**src/sv/sth_pkg.sv**
```systemverilog
// ----------------------------------------------------------------------------
// sth_pkg
// shared constants for the segment / triangle hit test
// ----------------------------------------------------------------------------
package sth_pkg;

  // vectors are held as unpacked arrays of axes
  localparam int unsigned NUM_AXES = 3;
  localparam int unsigned AXIS_X   = 0;
  localparam int unsigned AXIS_Y   = 1;
  localparam int unsigned AXIS_Z   = 2;

  // configuration register map
  localparam int unsigned CFG_IDX_WIDTH = 2;
  localparam logic [CFG_IDX_WIDTH-1:0] REG_VERTEX_A = 2'd0;
  localparam logic [CFG_IDX_WIDTH-1:0] REG_VERTEX_B = 2'd1;
  localparam logic [CFG_IDX_WIDTH-1:0] REG_VERTEX_C = 2'd2;

endpackage

```
**src/sv/sth_cross.sv**
```systemverilog
// ----------------------------------------------------------------------------
// sth_cross
// exact signed cross product of two small vectors, combinational
// ----------------------------------------------------------------------------
module sth_cross
  import sth_pkg::*;
#(
  parameter int unsigned IN_WIDTH = 17
) (
  input  logic signed [IN_WIDTH-1:0] p_i [NUM_AXES],
  input  logic signed [IN_WIDTH-1:0] q_i [NUM_AXES],
  output logic signed [2*IN_WIDTH:0] r_o [NUM_AXES]
);

  localparam int unsigned MW = 2 * IN_WIDTH;

  logic signed [MW-1:0] m_yz, m_zy, m_zx, m_xz, m_xy, m_yx;

  assign m_yz = MW'(p_i[AXIS_Y]) * MW'(q_i[AXIS_Z]);
  assign m_zy = MW'(p_i[AXIS_Z]) * MW'(q_i[AXIS_Y]);
  assign m_zx = MW'(p_i[AXIS_Z]) * MW'(q_i[AXIS_X]);
  assign m_xz = MW'(p_i[AXIS_X]) * MW'(q_i[AXIS_Z]);
  assign m_xy = MW'(p_i[AXIS_X]) * MW'(q_i[AXIS_Y]);
  assign m_yx = MW'(p_i[AXIS_Y]) * MW'(q_i[AXIS_X]);

  // one extra bit so the difference never wraps
  assign r_o[AXIS_X] = (MW+1)'(m_yz) - (MW+1)'(m_zy);
  assign r_o[AXIS_Y] = (MW+1)'(m_zx) - (MW+1)'(m_xz);
  assign r_o[AXIS_Z] = (MW+1)'(m_xy) - (MW+1)'(m_yx);

endmodule

```
**config.mk**
```make
export PLATFORM = sky130hd
export DESIGN_NAME = sth_cross
export DESIGN_NICKNAME = d
export VERILOG_FILES = /design/src/sv/sth_pkg.sv /design/src/sv/sth_cross.sv
export SDC_FILE = /design/constraint.sdc
export NUM_CORES = 2
export LEC_CHECK = 0
export BUFFER_PORTS_ARGS = -buffer_cell sky130_fd_sc_hd__buf_2
export CAP_MARGIN = 10
export CORE_MARGIN = 2
export CORE_UTILIZATION = 40
export DETAILED_ROUTE_END_ITERATION = 12
export PLACE_DENSITY = 0.54
export SYNTH_ARGS = -nofsm -noshare
export SYNTH_HDL_FRONTEND = slang
export SYNTH_SLANG_ARGS = --single-unit
```
**constraint.sdc**
```tcl
create_clock -name vclk -period 15.7
set_input_delay 3.925 -clock vclk [all_inputs]
set_output_delay 3.925 -clock vclk [all_outputs]
set_load 0.1 [all_outputs]
```
==> key figures <==
Floorplanning
  • Core Area: 166800 sq um
  • Die ar.: 171000 sq um
  • Std cell rows: 150
  • Die height: 413.5 um
  • Num ports: 207
  • Starting density of the core: 0.4020
  • Die X: 413.5 um

Critical path
  • Crit Path Max Fanout: 12
  • Req. time, crit path: 11.77 ns
  • Crit path launch type: input pin
  • Crit path kind: input pin to output pin
  • CP Data Arrival Time: 11.54 ns
  • Worst Setup End Kind: output pin

Place
  • Routability cong.: 0.8896
  • DP HPWL: 161400 um
  • Area after DPL: 72720 sq um
  • Port Buf Inserts: 207
  • Dpl cells: 9545

GRT
  • Grt met1 use: 0.3177
  • Antenna violations before repair: 21
  • Overall global routing resource usage: 0.2271
  • Met3 usage: 0.02332
  • Largest net degree at the start of global routing: 32
  • Global route hottest layer: met2
  • GRT overflow: 0
  • Vias in the first global route: 51830
  • Global routing usage on met2: 0.3783
  • First-pass GRT wire length: 298000 um

Timing
  • Setup Viol. Count Final: 0
  • Fmax: 64.66 MHz
  • Relative slew margins: 0.3162
  • Hold WS: 8.873 ns
  • Final min period: 15.46 ns
  • Final Max Slew Viols: 0
  • Worst slew pin tran: 1.013 ns
  • Final worst-path cycle share: 0.9850
  • RSZ-0062 raised after global routing: no
  • Final hold vios: 0

Finish
  • Share of cells above drive strength 1: 0.07070
  • Layout net count: 9875
  • FFs & Latches: 0
  • Area delta synth->final: 8.756%
  • Clkbuf count: 0
  • Sequential cell area: 0 sq um
  • Final instance count without filler cells: 9552
  • Post-route cell area: 72950 sq um
  • Fin util: 0.4372

Worst hold path
  • Min-delay worst type: input pin to output pin
  • Min-Delay Endpoint: r_o[70]
  • HP Start: q_i[17]
  • Hold Path Stages: 5

Routing
  • Drt first-iter violations: 2280
  • Vias per cell: 4.803
  • Drt pass-1 iters: 6
  • Total Wirelength: 182300 um
  • Final ANT Viol Nets: 0
  • Via count: 45880
  • DR WL/cell: 19.08 um
  • Drt drc: 0

Synth
  • Top cells by count, synth: 2144 x inv_1, 1977 x fa_1, 901 x and2_1
  • Count leader, synth: inv_1
  • Synth top area cells: fa_1 59%, inv_1 12%, ha_1 8.5%
  • Synth Instances: 7171
  • Syn avg cell area: 9.354 sq um
  • Synth top area share: 0.5901
  • Yosys warning count: 0
  • Cell variety after synth: 65
  • Largest area contributor in the netlist: fa_1
  • Syn Std Cell Area: 67080 sq um
  • Post-synthesis sequential area ratio: 0
  • Syn nets: 9703

Outcome
  • Status: completed

Flow run
  • Max Cap Violations: 0
-- placed cells by master (no fill, tap or decap), drive strengths merged, types with 9 or more instances in the layout --
cell    instances
nor2b           9
xor2           30
nand2b         34
nor3           15
fa           1977
o21ai          40
xnor2         117
a21o           31
inv          2144
a211oi         19
ha            453
nor2          123
clkbuf         27
a211o          10
and2          903
a21oi          76
nand2         769
buf           452
o21a           16
and3           11
nand3          12
-- per-layer routing --
metal | routed length, um | share of wire
met3 | 8839 | 0.048
met5 | 156 | 0.00086
met2 | 87520 | 0.48
met1 | 79450 | 0.44
met4 | 6323 | 0.035
-- cell type report --
| class | count | area, sq um |
|---|---|---|
| inverters | 2146 | 8059 |
| repair buffers | 479 | 4128 |
| multi-input cells | 4716 | 57990 |
| well taps | 2204 | 2758 |
| fillers | 16380 | 93900 |
| diodes | 7 | 17.52 |
-- cell families (layout without fill, tap and decap cells) --
| group | count (synthesis) | in the layout | synth area share |
|---|---|---|---|
| compound gates | 251 | 251 | 0.02626 |
| xor+xnor | 147 | 147 | 0.01919 |
| fa+ha+maj | 2430 | 2430 | 0.6746 |
| buf+inv | 2455 | 2625 | 0.1374 |
| mux | 1 | 1 | 0.0001492 |
| other cells | 0 | 7 | 0 |
| simple gates | 1887 | 1887 | 0.1424 |
-- timing repair --
action | 4_1_cts | 5_1_grt
gates cloned | 0 | 0
hold buffers | 0 | 0
endpoints found under the setup margin | 1 | 28
hold endpoints to repair | 0 | 0
setup buffers | 0 | 0
gates resized for setup | 1 | 74
pin swaps | 0 | 8
-- worst max-delay path, cell delays in order --
cell      delay [ns]
buf_2           0.34
buf_4           0.31
nand2_1         0.11
fa_1            0.55
inv_1           0.05
fa_1            0.47
inv_1           0.05
fa_1            0.47
fa_1            0.58
fa_1            0.46
fa_1            0.48
fa_1            0.53
inv_1           0.07
fa_1            0.49
inv_1           0.04
ha_1            0.29
a21o_1          0.18
a21o_1          0.16
a21oi_1         0.22
o41ai_2         0.15
buf_4           0.20
a221oi_4        0.31
o21ai_2         0.16
a211o_1         0.32
a21oi_2         0.15
xnor2_1         0.13
buf_4           0.14
buf_12          0.16
-- worst max-delay path by stage --
| stage | startpoint | to | slack [ns] | depth (start not counted) |
|---|---|---|---|---|
| floorplan | p_i[50] | r_o[69] | -0.01 | 26 |
| global placement | p_i[9] | r_o[104] | 0.07 | 26 |
| detailed placement | q_i[39] | r_o[68] | 0.02 | 26 |
| CTS | q_i[6] | r_o[69] | 0.01 | 27 |
| global route | p_i[33] | r_o[101] | 0.0005 | 29 |
| finish | p_i[47] | r_o[69] | 0.24 | 28 |
-- through the flow --
stage	setup TNS [ns]	worst slack [ns]
after CTS	0	0.01150
after floorplan	-0.01353	-0.01137
final	0	0.2352
after detailed placement	0	0.02236
after global placement	0	0.06628
after global routing	0	0.0005294
Power is left out: the tool's default activity adds up to more than one toggle a clock period on the data nets, which glitch-free logic cannot reach.
